===== src/sv/sha256_pkg.sv =====
// ----------------------------------------------------------------------------
// SHA-256 package
// Shared types, command codes and round constants for the SHA-256 core.
// ----------------------------------------------------------------------------
package sha256_pkg;

    typedef enum logic [1:0] {
        CMD_BEGIN  = 2'd0,
        CMD_ABSORB = 2'd1,
        CMD_DIGEST = 2'd2,
        CMD_NONE   = 2'd3
    } t_cmd;

    typedef enum logic [2:0] {
        ST_IDLE,
        ST_LOAD,
        ST_ROUND,
        ST_FOLD,
        ST_EMIT
    } t_state;

    // which block the compression works on
    typedef enum logic [1:0] {
        JOB_ABSORB,
        JOB_PAD1,
        JOB_PAD2
    } t_job;

    typedef logic [31:0] t_word;
    typedef t_word [7:0] t_hash;

    localparam t_hash INIT_HASH = {
        32'h5be0cd19, 32'h1f83d9ab, 32'h9b05688c, 32'h510e527f,
        32'ha54ff53a, 32'h3c6ef372, 32'hbb67ae85, 32'h6a09e667
    };

    function automatic t_word round_k(input logic [5:0] t);
        t_word k;
        unique case (t)
            6'd0:  k = 32'h428a2f98; 6'd1:  k = 32'h71374491;
            6'd2:  k = 32'hb5c0fbcf; 6'd3:  k = 32'he9b5dba5;
            6'd4:  k = 32'h3956c25b; 6'd5:  k = 32'h59f111f1;
            6'd6:  k = 32'h923f82a4; 6'd7:  k = 32'hab1c5ed5;
            6'd8:  k = 32'hd807aa98; 6'd9:  k = 32'h12835b01;
            6'd10: k = 32'h243185be; 6'd11: k = 32'h550c7dc3;
            6'd12: k = 32'h72be5d74; 6'd13: k = 32'h80deb1fe;
            6'd14: k = 32'h9bdc06a7; 6'd15: k = 32'hc19bf174;
            6'd16: k = 32'he49b69c1; 6'd17: k = 32'hefbe4786;
            6'd18: k = 32'h0fc19dc6; 6'd19: k = 32'h240ca1cc;
            6'd20: k = 32'h2de92c6f; 6'd21: k = 32'h4a7484aa;
            6'd22: k = 32'h5cb0a9dc; 6'd23: k = 32'h76f988da;
            6'd24: k = 32'h983e5152; 6'd25: k = 32'ha831c66d;
            6'd26: k = 32'hb00327c8; 6'd27: k = 32'hbf597fc7;
            6'd28: k = 32'hc6e00bf3; 6'd29: k = 32'hd5a79147;
            6'd30: k = 32'h06ca6351; 6'd31: k = 32'h14292967;
            6'd32: k = 32'h27b70a85; 6'd33: k = 32'h2e1b2138;
            6'd34: k = 32'h4d2c6dfc; 6'd35: k = 32'h53380d13;
            6'd36: k = 32'h650a7354; 6'd37: k = 32'h766a0abb;
            6'd38: k = 32'h81c2c92e; 6'd39: k = 32'h92722c85;
            6'd40: k = 32'ha2bfe8a1; 6'd41: k = 32'ha81a664b;
            6'd42: k = 32'hc24b8b70; 6'd43: k = 32'hc76c51a3;
            6'd44: k = 32'hd192e819; 6'd45: k = 32'hd6990624;
            6'd46: k = 32'hf40e3585; 6'd47: k = 32'h106aa070;
            6'd48: k = 32'h19a4c116; 6'd49: k = 32'h1e376c08;
            6'd50: k = 32'h2748774c; 6'd51: k = 32'h34b0bcb5;
            6'd52: k = 32'h391c0cb3; 6'd53: k = 32'h4ed8aa4a;
            6'd54: k = 32'h5b9cca4f; 6'd55: k = 32'h682e6ff3;
            6'd56: k = 32'h748f82ee; 6'd57: k = 32'h78a5636f;
            6'd58: k = 32'h84c87814; 6'd59: k = 32'h8cc70208;
            6'd60: k = 32'h90befffa; 6'd61: k = 32'ha4506ceb;
            6'd62: k = 32'hbef9a3f7; 6'd63: k = 32'hc67178f2;
            default: k = 32'h0;
        endcase
        return k;
    endfunction

endpackage


===== src/sv/sha256_if.sv =====
// ----------------------------------------------------------------------------
// SHA-256 stream interfaces
// Valid/ready channels for command words and digest words.
// ----------------------------------------------------------------------------
interface sha256_cmd_if;
    logic       valid;
    logic       ready;
    logic [1:0] command;
    logic [7:0] data_byte;
    modport source (output valid, command, data_byte, input ready);
    modport sink   (input valid, command, data_byte, output ready);
endinterface

interface sha256_dig_if;
    logic        valid;
    logic        ready;
    logic [31:0] digest_word;
    logic [2:0]  word_index;
    logic        last_word;
    modport source (output valid, digest_word, word_index, last_word, input ready);
    modport sink   (input valid, digest_word, word_index, last_word, output ready);
endinterface


===== src/sv/sha256_round.sv =====
// ----------------------------------------------------------------------------
// SHA-256 round unit
// One compression round, reused 64 times.
// ----------------------------------------------------------------------------
module sha256_round (
    input  sha256_pkg::t_hash i_vars,
    input  sha256_pkg::t_word i_w,
    input  sha256_pkg::t_word i_k,
    output sha256_pkg::t_hash o_vars
);
    sha256_pkg::t_word s0, s1, ch, maj, t1, t2;

    always_comb begin
        s1  = {i_vars[4][5:0], i_vars[4][31:6]} ^ {i_vars[4][10:0], i_vars[4][31:11]}
            ^ {i_vars[4][24:0], i_vars[4][31:25]};
        ch  = (i_vars[4] & i_vars[5]) ^ (~i_vars[4] & i_vars[6]);
        t1  = i_vars[7] + s1 + ch + i_k + i_w;
        s0  = {i_vars[0][1:0], i_vars[0][31:2]} ^ {i_vars[0][12:0], i_vars[0][31:13]}
            ^ {i_vars[0][21:0], i_vars[0][31:22]};
        maj = (i_vars[0] & i_vars[1]) ^ (i_vars[0] & i_vars[2]) ^ (i_vars[1] & i_vars[2]);
        t2  = s0 + maj;
        o_vars[7] = i_vars[6];
        o_vars[6] = i_vars[5];
        o_vars[5] = i_vars[4];
        o_vars[4] = i_vars[3] + t1;
        o_vars[3] = i_vars[2];
        o_vars[2] = i_vars[1];
        o_vars[1] = i_vars[0];
        o_vars[0] = t1 + t2;
    end
endmodule


===== src/sv/sha256_byte_stream_hasher_core.sv =====
// ----------------------------------------------------------------------------
// SHA-256 byte stream hasher core
// Absorbs message bytes, compresses full blocks, emits padded digests.
// ----------------------------------------------------------------------------
// channel   dir  words                       notes
// i_cmd     in   command, data_byte          begin / absorb / digest
// o_dig     out  digest_word, word_index,    eight words per digest command
//                last_word
//
// Begin, unused commands and most absorbs finish once accepted. The 64th byte of a
// block starts a compression: a load phase (one read prime, then one shift
// per block byte), 64 rounds on the shared round unit and a fold, all with
// i_cmd.ready low. A digest runs one or two compressions on a scratch hash,
// then offers its eight words, one per cycle while o_dig.ready is high.
// Synchronous active-low reset loads the initial hash; the block buffer
// needs no clearing. i_cmd.ready stays low while a command is in progress.
// ----------------------------------------------------------------------------
module sha256_byte_stream_hasher_core (
    input  logic i_clk,
    input  logic i_rst_n,
    sha256_cmd_if.sink   i_cmd,
    sha256_dig_if.source o_dig
);
    sha256_pkg::t_state r_state, n_state;
    sha256_pkg::t_job   r_job, n_job;

    logic [7:0]  r_blk [64];        // block buffer
    logic [5:0]  r_held;
    logic [63:0] r_bitlen;
    sha256_pkg::t_hash r_hash, r_scr, r_vars;
    sha256_pkg::t_word r_win [16];  // schedule window
    logic [5:0]  r_cnt;
    logic        r_tail;            // last load step, byte 63
    logic [2:0]  r_oidx;
    logic [7:0]  r_rd;              // registered buffer read
    logic [63:0] r_len;             // message bit length for the digest

    logic acc;
    sha256_pkg::t_word w_sched, w_cur, w_load, k_cur;
    sha256_pkg::t_hash vars_nxt, base;
    logic [5:0] rd_addr;
    logic [7:0] pad_byte;
    logic [5:0] byte_pos;

    assign acc = i_cmd.valid && i_cmd.ready;
    assign i_cmd.ready = (r_state == sha256_pkg::ST_IDLE);

    // load phase: one byte a cycle, bytes shift through the whole window
    assign rd_addr = r_cnt;
    always_ff @(posedge i_clk) begin
        if (acc && i_cmd.command == sha256_pkg::CMD_ABSORB)
            r_blk[r_held] <= i_cmd.data_byte;
        r_rd <= r_blk[rd_addr];
    end

    // padded byte from the registered read (position = r_cnt - 1, 63 on tail)
    assign byte_pos = r_tail ? 6'd63 : r_cnt - 6'd1;
    always_comb begin
        pad_byte = r_rd;
        if (r_job != sha256_pkg::JOB_ABSORB) begin
            if (r_job == sha256_pkg::JOB_PAD2 || byte_pos > r_held)
                pad_byte = 8'h00;
            else if (byte_pos == r_held)
                pad_byte = 8'h80;
            // length field in the final block
            if (byte_pos >= 6'd56 && (r_job == sha256_pkg::JOB_PAD2
                || r_held < 6'd56))
                pad_byte = r_len[8'd63 - {2'b0, byte_pos[2:0], 3'b0} -: 8];
        end
    end

    assign w_load = {r_win[15][23:0], pad_byte};

    always_comb begin
        sha256_pkg::t_word w2, w15;
        w2  = r_win[14];
        w15 = r_win[1];
        w_sched = ({w2[16:0], w2[31:17]} ^ {w2[18:0], w2[31:19]} ^ (w2 >> 10))
                + r_win[9]
                + ({w15[6:0], w15[31:7]} ^ {w15[17:0], w15[31:18]} ^ (w15 >> 3))
                + r_win[0];
    end
    assign w_cur = (r_cnt < 6'd16) ? r_win[r_cnt[3:0]] : w_sched;
    assign k_cur = sha256_pkg::round_k(r_cnt);
    assign base  = (r_job == sha256_pkg::JOB_ABSORB) ? r_hash
                 : (r_job == sha256_pkg::JOB_PAD1) ? r_hash : r_scr;

    sha256_round u_round (.i_vars(r_vars), .i_w(w_cur), .i_k(k_cur), .o_vars(vars_nxt));

    // next state
    always_comb begin
        n_state = r_state;
        n_job   = r_job;
        unique case (r_state)
            sha256_pkg::ST_IDLE: begin
                if (acc && i_cmd.command == sha256_pkg::CMD_ABSORB && r_held == 6'd63) begin
                    n_state = sha256_pkg::ST_LOAD;
                    n_job   = sha256_pkg::JOB_ABSORB;
                end else if (acc && i_cmd.command == sha256_pkg::CMD_DIGEST) begin
                    n_state = sha256_pkg::ST_LOAD;
                    n_job   = sha256_pkg::JOB_PAD1;
                end
            end
            sha256_pkg::ST_LOAD:
                if (r_tail) n_state = sha256_pkg::ST_ROUND;
            sha256_pkg::ST_ROUND:
                if (r_cnt == 6'd63) n_state = sha256_pkg::ST_FOLD;
            sha256_pkg::ST_FOLD: begin
                if (r_job == sha256_pkg::JOB_ABSORB) n_state = sha256_pkg::ST_IDLE;
                else if (r_job == sha256_pkg::JOB_PAD1 && r_held >= 6'd56) begin
                    n_state = sha256_pkg::ST_LOAD;
                    n_job   = sha256_pkg::JOB_PAD2;
                end else n_state = sha256_pkg::ST_EMIT;
            end
            sha256_pkg::ST_EMIT:
                if (o_dig.ready && r_oidx == 3'd7) n_state = sha256_pkg::ST_IDLE;
            default: n_state = sha256_pkg::ST_IDLE;
        endcase
    end

    // outputs
    always_comb begin
        o_dig.valid       = (r_state == sha256_pkg::ST_EMIT);
        o_dig.digest_word = r_scr[r_oidx];
        o_dig.word_index  = r_oidx;
        o_dig.last_word   = (r_oidx == 3'd7);
    end

    always_ff @(posedge i_clk) begin
        if (!i_rst_n) begin
            r_state  <= sha256_pkg::ST_IDLE;
            r_job    <= sha256_pkg::JOB_ABSORB;
            r_hash   <= sha256_pkg::INIT_HASH;
            r_held   <= '0;
            r_bitlen <= '0;
            r_cnt    <= '0;
            r_oidx   <= '0;
            r_tail   <= 1'b0;
        end else begin
            r_state <= n_state;
            r_job   <= n_job;
            unique case (r_state)
                sha256_pkg::ST_IDLE: begin
                    r_cnt  <= '0;
                    r_tail <= 1'b0;
                    r_oidx <= '0;
                    if (acc) begin
                        unique case (i_cmd.command)
                            sha256_pkg::CMD_BEGIN: begin
                                r_hash   <= sha256_pkg::INIT_HASH;
                                r_held   <= '0;
                                r_bitlen <= '0;
                            end
                            sha256_pkg::CMD_ABSORB: r_held <= r_held + 6'd1;
                            sha256_pkg::CMD_DIGEST: begin
                                r_len <= r_bitlen + {55'd0, r_held, 3'd0};
                                r_scr <= r_hash;
                            end
                            default: ;
                        endcase
                    end
                end
                sha256_pkg::ST_LOAD: begin
                    // first cycle only primes r_rd; window shifts on later cycles
                    if (r_cnt != 6'd0 || r_tail) begin
                        for (int j = 0; j < 15; j++)
                            r_win[j] <= {r_win[j][23:0], r_win[j + 1][31:24]};
                        r_win[15] <= w_load;
                    end
                    if (r_cnt == 6'd63 && !r_tail) begin
                        r_tail <= 1'b1;
                    end else if (r_tail) begin
                        r_cnt  <= '0;
                        r_tail <= 1'b0;
                        r_vars <= base;
                    end else r_cnt <= r_cnt + 6'd1;
                    // after the final shift word 0 sits in r_win[0], big-endian
                end
                sha256_pkg::ST_ROUND: begin
                    r_vars <= vars_nxt;
                    if (r_cnt >= 6'd16) begin
                        for (int j = 0; j < 15; j++) r_win[j] <= r_win[j + 1];
                        r_win[15] <= w_sched;
                    end
                    r_cnt <= r_cnt + 6'd1;
                end
                sha256_pkg::ST_FOLD: begin
                    r_cnt <= '0;
                    for (int j = 0; j < 8; j++) begin
                        if (r_job == sha256_pkg::JOB_ABSORB)
                            r_hash[j] <= r_hash[j] + r_vars[j];
                        else
                            r_scr[j] <= r_scr[j] + r_vars[j];
                    end
                    if (r_job == sha256_pkg::JOB_ABSORB) begin
                        r_held   <= '0;
                        r_bitlen <= r_bitlen + 64'd512;
                    end
                end
                sha256_pkg::ST_EMIT:
                    if (o_dig.ready) r_oidx <= r_oidx + 3'd1;
                default: ;
            endcase
        end
    end
endmodule


===== src/flat_wrapper.sv =====
// flat-port wrapper written by rule: the top's interface ports become plain ports
module sha256_byte_stream_hasher_core_flat 
  (i_clk, i_rst_n, i_cmd_valid, i_cmd_command, i_cmd_data_byte, i_cmd_ready, o_dig_valid, o_dig_digest_word, o_dig_word_index, o_dig_last_word, o_dig_ready);
  sha256_cmd_if i_cmd_i ();
  sha256_dig_if o_dig_i ();
  input  logic i_clk;
  input  logic i_rst_n;
  input wire logic [$bits(i_cmd_i.valid)-1:0] i_cmd_valid;
  input wire logic [$bits(i_cmd_i.command)-1:0] i_cmd_command;
  input wire logic [$bits(i_cmd_i.data_byte)-1:0] i_cmd_data_byte;
  output wire logic [$bits(i_cmd_i.ready)-1:0] i_cmd_ready;
  output wire logic [$bits(o_dig_i.valid)-1:0] o_dig_valid;
  output wire logic [$bits(o_dig_i.digest_word)-1:0] o_dig_digest_word;
  output wire logic [$bits(o_dig_i.word_index)-1:0] o_dig_word_index;
  output wire logic [$bits(o_dig_i.last_word)-1:0] o_dig_last_word;
  input wire logic [$bits(o_dig_i.ready)-1:0] o_dig_ready;
  assign i_cmd_i.valid = i_cmd_valid;
  assign i_cmd_i.command = i_cmd_command;
  assign i_cmd_i.data_byte = i_cmd_data_byte;
  assign i_cmd_ready = i_cmd_i.ready;
  assign o_dig_valid = o_dig_i.valid;
  assign o_dig_digest_word = o_dig_i.digest_word;
  assign o_dig_word_index = o_dig_i.word_index;
  assign o_dig_last_word = o_dig_i.last_word;
  assign o_dig_i.ready = o_dig_ready;
  sha256_byte_stream_hasher_core u_core (.i_clk(i_clk), .i_rst_n(i_rst_n), .i_cmd(i_cmd_i), .o_dig(o_dig_i));
endmodule

===== config.mk =====
export PLATFORM = sky130hd
export DESIGN_NAME = sha256_byte_stream_hasher_core_flat
export DESIGN_NICKNAME = d
export VERILOG_FILES = /design/src/sv/sha256_pkg.sv /design/src/sv/sha256_if.sv /design/src/sv/sha256_round.sv /design/src/sv/sha256_byte_stream_hasher_core.sv /design/src/flat_wrapper.sv
export SDC_FILE = /design/constraint.sdc
export NUM_CORES = 2
export LEC_CHECK = 0
export BUFFER_PORTS_ARGS = -buffer_cell sky130_fd_sc_hd__buf_2
export CAP_MARGIN = 15
export CORE_MARGIN = 2
export CORE_UTILIZATION = 36
export DETAILED_ROUTE_END_ITERATION = 12
export PLACE_DENSITY = 0.51
export SKIP_CTS_REPAIR_TIMING = 1
export SKIP_LAST_GASP = 1
export SLEW_MARGIN = 15
export SYNTH_ARGS = -nofsm -noshare
export SYNTH_HDL_FRONTEND = slang
export SYNTH_SLANG_ARGS = --single-unit

===== constraint.sdc =====
create_clock -name i_clk -period 58.8 [get_ports i_clk]
set_input_delay 5.88 -clock i_clk [delete_from_list [all_inputs] [get_ports i_clk]]
set_output_delay 5.88 -clock i_clk [all_outputs]
set_load 0.03 [all_outputs]

After elaboration in Yosys (flattened, before gate mapping)
Memory sizes are Yosys's and may differ from the RTL's. A register that Yosys moved wholly into a read port is not among the register bits.
Cells that the tools add are included.
W data, S select, Z words.
Cells by class
  add/sub/neg operators: 33
  magnitude comparators: 7
  equal/unequal tests: 25
  shift operators: 1
  mux-type cells: 93
  bitwise logic cells: 33
  reduce and logical (&&, ||, !) cells: 32
Operators by type and width (count)
  $mux W256: 8
  $pmux W256 S2: 3
  $mux W32: 34
  $add A32 B32 Y32: 26
  $xor A32 B32 Y32: 9
  $mux W64: 3
  $and A32 B32 Y32: 5
  $pmux W64 S2: 1
  $bmux W32 S3: 1
  $shiftx A71 B9 Y8: 1
  $add A64 B10 Y64 const B: 1
  $add A64 B9 Y64: 1
  $mux W6: 7
  $mux W8: 4
  $not A32 Y32: 1
  $xor A32 B22 Y32: 1
  $xor A32 B29 Y32: 1
  $mux W3: 8
  $pmux W6 S2: 2
  $reduce_and A4 Y1: 6
  $pmux W6 S3: 1
  $or A1 B1 Y1: 16
  $pmux W3 S5: 1
  $add A6 B1 Y6 const B: 2
  36 further kinds: 81
Storage, ports and cells
  bits in registers: 917
  RAM bits: 1024
  memory bits (read-only): 2048
  bits of input ports: 14
  output and inout bits: 38
  word-level logic and storage cells: 259
  memories: 3
Memory list
  (no name shown): depth 64, bits a word 32, rd ports 1, clocked after Yosys merged registers in 1, write ports 0, RTL line sha256_pkg.sv:39  | unique case (t)
  u_core.r_blk: depth 64, bits a word 8, rd ports 1, clocked after Yosys merged registers in 1, write ports 1, RTL line sha256_byte_stream_hasher_core.sv:27  | logic [7:0] r_blk [64];
  u_core.r_win: depth 16, bits a word 32, rd ports 17, clocked after Yosys merged registers in 1, write ports 16, RTL line sha256_byte_stream_hasher_core.sv:31  | sha256_pkg::t_word r_win [16];

Longest topological paths before layout
  word-level depth: 9
  mapped depth: 45
  depth with buffers taken out: 44

By module
From an unflattened synthesis, not the netlist that was laid out.
Unflattened totals
  cell total of the unflattened synthesis: 11937
  area, all modules: 128047.8 um2
Modules (own cells, without submodules)
  sha256_byte_stream_hasher_core: instances 1, cells each 10558, area an instance 116883.4 um2, sequential area each 55483.2 um2
  sha256_round: instances 1, cells each 1379, area an instance 11164.5 um2, sequential area each 0.0 um2

Worst setup path after synthesis
No wires, ideal clock.
  kind: input to register
  from: in i_rst_n
  to: reg u_core.r_vars[0] (netlist name) (enable)
  library setup time: 1.186 ns
  arrival time: 23.832 ns
  required time: 57.614 ns
  setup slack: 33.781 ns
  stages on the path: 4
  buffers on the path: 2
  path through: clkbuf_1 > inv_2 > clkbuf_1 > nor3_1
On the way
  longest elaborated chain between the ends: 1
Ends and longest elaborated chain
  from (decl): RTL line flat_wrapper.sv:7  | input logic i_rst_n;
  $reduce_and A4 Y1 (no line)
  to (signal assigned): RTL line sha256_byte_stream_hasher_core.sv:175  | r_vars <= base;
  to (signal assigned): RTL line sha256_byte_stream_hasher_core.sv:180  | r_vars <= vars_nxt;
  to (decl): RTL line sha256_byte_stream_hasher_core.sv:30  | sha256_pkg::t_hash r_hash, r_scr, r_vars;
No other way between the ends.
A chain may end at the register's enable or synchronous reset.

==> reports/summary.txt <==
clock skew: 117 ps
outcome: complete, no violations
M1 GR Usage: 34.2%
CP Capture Type: register
Setup crit start kind: register
Setup violations, final: 0
worst vdd ir: 0.0277 mV
first-pass GRT wire length: 626,000 µm
gpl congestion: 0.947
worst hold path type: register to register
Die W: 591 µm
Post-DRT Antenna Nets: 0
initial antenna violation count: 18
vias in the first global route: 88,841
Worst Hold Launch: u_core.r_bitlen[20]$_SDFFE_PN0P_
max-cap viol count: 0
Seq/Total Area, Yosys: 44.7%
cells after synthesis: 11,073
post-route DRC violation count: 0
crit path kind: register to register
crit path max-delay cell type: o21ai_0
setup ws final: 47,060 ps
Yosys top cell area share: 38.6%
f_max: 85.1 MHz
Critical Path Start: u_core.r_win[1][7]$_DFFE_PP_
period utilisation layout: 20.0%
worst slew pin tran: 1300 ps
Place WS: 47,220 ps
Power Density: 26.6 mW/mm²
Initial Util: 36.2%
PortBufs: 51
Primary FF master, synth: edfxtp_1
Critical Path AT: 12,370 ps
synthesized cell area: 0.124 mm²
Detailed Place HPWL: 313,000 µm
Via density: 5.80
synthesized flop and latch total: 1,973
cell mode on critical path: fa_1
final hold vios: 0
Pins Over Slew Limit: 0
Multi-input gate area: 0.0648 mm²
grt ovf: 0
Syn. warnings: 0
synth unique cells: 98
Max Fanout on Critical Path: 6
RSZ-0062 raised after global routing: false
Std-Cell Rows: 215
Leak Pwr: 48.2 nW
cell accounting for the most synthesized area: edfxtp_1
met2 GRT Util: 37.8%
largest net degree at the start of global routing: 187
Max stage delay on crit path: 650 ps
fraction of layout cells with a size suffix above 1: 14.3%
Seq. cell area: 0.0555 mm²
Worst-path clk slew: 60 ps
crit path time final: 11,740 ps
# IOs: 52
top area cells in the synthesized netlist: edfxtp_1, mux4_2, ha_1, dfxtp_1, mux2_2
GRT Max-Usage Layer: met2
Post-synth ARST share: 0%
cts bufs inserted: 233
H-Tree Depth: 4
Die ar.: 0.350 mm²
gr usage total: 24.1%
TritonCTS Sinks: 1,973
clock insertion delay at the later pin of the skew report: 990 ps
CP required: 59,430 ps
Iteration-0 DRC Markers: 8,466
Slew headroom: 10.8%
vias: 90,533
Clock Tree Root: clkbuf_16
core area: 0.343 mm²
DRT Pass-1 Iters: 6
Synth Net Count: 11,940
routed len/inst: 27.6 µm
commonest cells in the synthesized netlist: edfxtp_1, nand2_1, o21ai_0
CTS tree: done
Global Route met3 Usage: 3.04%
final wirelength: 431,000 µm
top-count cell post-synth: edfxtp_1
RR Startpoint: u_core.r_win[1][7]$_DFFE_PP_
Clock Path Buffers: 4
Fillers: 33,003
EDFF count, synth: 1,597
setup TNS: 0 ps
Chip Height: 591 µm
Syn-to-layout area delta: 10.1%
Final #Nets: 11,723
syn avg cell area: 11.2 µm²
[cell usage in the layout (no fill, tap or decap), drive strengths merged, types with 314 or more instances in the layout]
cell    synthesis  final
a21oi         631    631
ha            650    650
mux4          389    389
mux2          547    547
inv           438    448
nor2          611    611
edfxtp       1597   1597
dfxtp         376    376
xor2          314    314
o21ai         899    899
nand2        1104   1104
xnor2         543    543
[final timing paths]
check	end	slack, ps	cells past startpoint
hold reg to reg	u_core.r_len[20]$_DFFE_PP_	460	0
hold / removal	u_core.r_len[20]$_DFFE_PP_	460	0
setup / recovery	u_core.r_vars[31]$_DFFE_PP_	47060	39
setup reg to reg	u_core.r_vars[31]$_DFFE_PP_	47060	39
[cell families (layout without fill, tap and decap cells)]
group	after synthesis	count (layout)	synth area share (%)
AOI/OAI and AO/OA	2637	2637	13.1
and+or+nand+nor	2421	2421	8.66
DFF	1973	1973	44.7
muxes	1218	1218	14.3
buffers and inverters	1094	1078	3.32
adders and majority gates	873	873	9.98
xor gates and xnor gates	857	857	6.04
other	0	7	0
[layer usage]
metal	up-vias	routed length [µm]
li1	40656	-
met1	46194	193000
met2	3072	194000
met3	609	26900
met4	2	16100
met5	-	11
[where the power goes]
group	total [mW]	internal, mW	switching (mW)
registers	1.53	1.51	0.0175
clock network	1.49	0.850	0.642
logic	0.625	0.247	0.378
total	3.65	2.61	1.04
[state kept, by name, summed over array words and instances, names as in the netlist, 6 cells and up, named ones only]
name / cells
u_core.r_hash: 256
u_core.r_blk: 512
u_core.r_vars: 256
u_core.k_cur: 32
u_core.r_held: 6
u_core.r_win: 512
u_core.r_bitlen: 55
u_core.r_len: 61
u_core.r_rd: 8
u_core.r_cnt: 6
u_core.r_scr: 256
[cell type report]
| class | count | share of cell area [%] |
|---|---|---|
| multi-input cells | 8006 | 47.4 |
| flip-flops and latches | 1973 | 40.6 |
| clock buffers | 309 | 4.60 |
| well taps | 4557 | 4.17 |
| inverters | 440 | 1.21 |
| repair buffers | 202 | 1.09 |
| clock inverters | 127 | 0.983 |
| diodes | 7 | 0.0128 |
[stage by stage]
stage	util [%]	std cells	area, µm²	power, mW	hold WS [ps]
2_1_floorplan	-	11073	124000	1.99	457
3_3_place_gp	37.6	15178	129000	2.17	444
3_5_place_dp	37.6	15178	129000	2.17	444
4_1_cts	39.9	15614	137000	3.67	446
5_1_grt	39.9	15616	137000	3.78	484
6_report	39.9	15621	137000	3.65	460
[critical path, delay by kind of cell (launching register included)]
| kind | cells | cell delay (ps) |
|---|---|---|
| compound gates | 17 | 4760 |
| xor+xnor | 5 | 850 |
| fa+ha+maj | 10 | 4170 |
| buf+inv | 3 | 170 |
| flops | 1 | 570 |
| simple gates | 4 | 870 |
(Power assumes the default switching activity.)
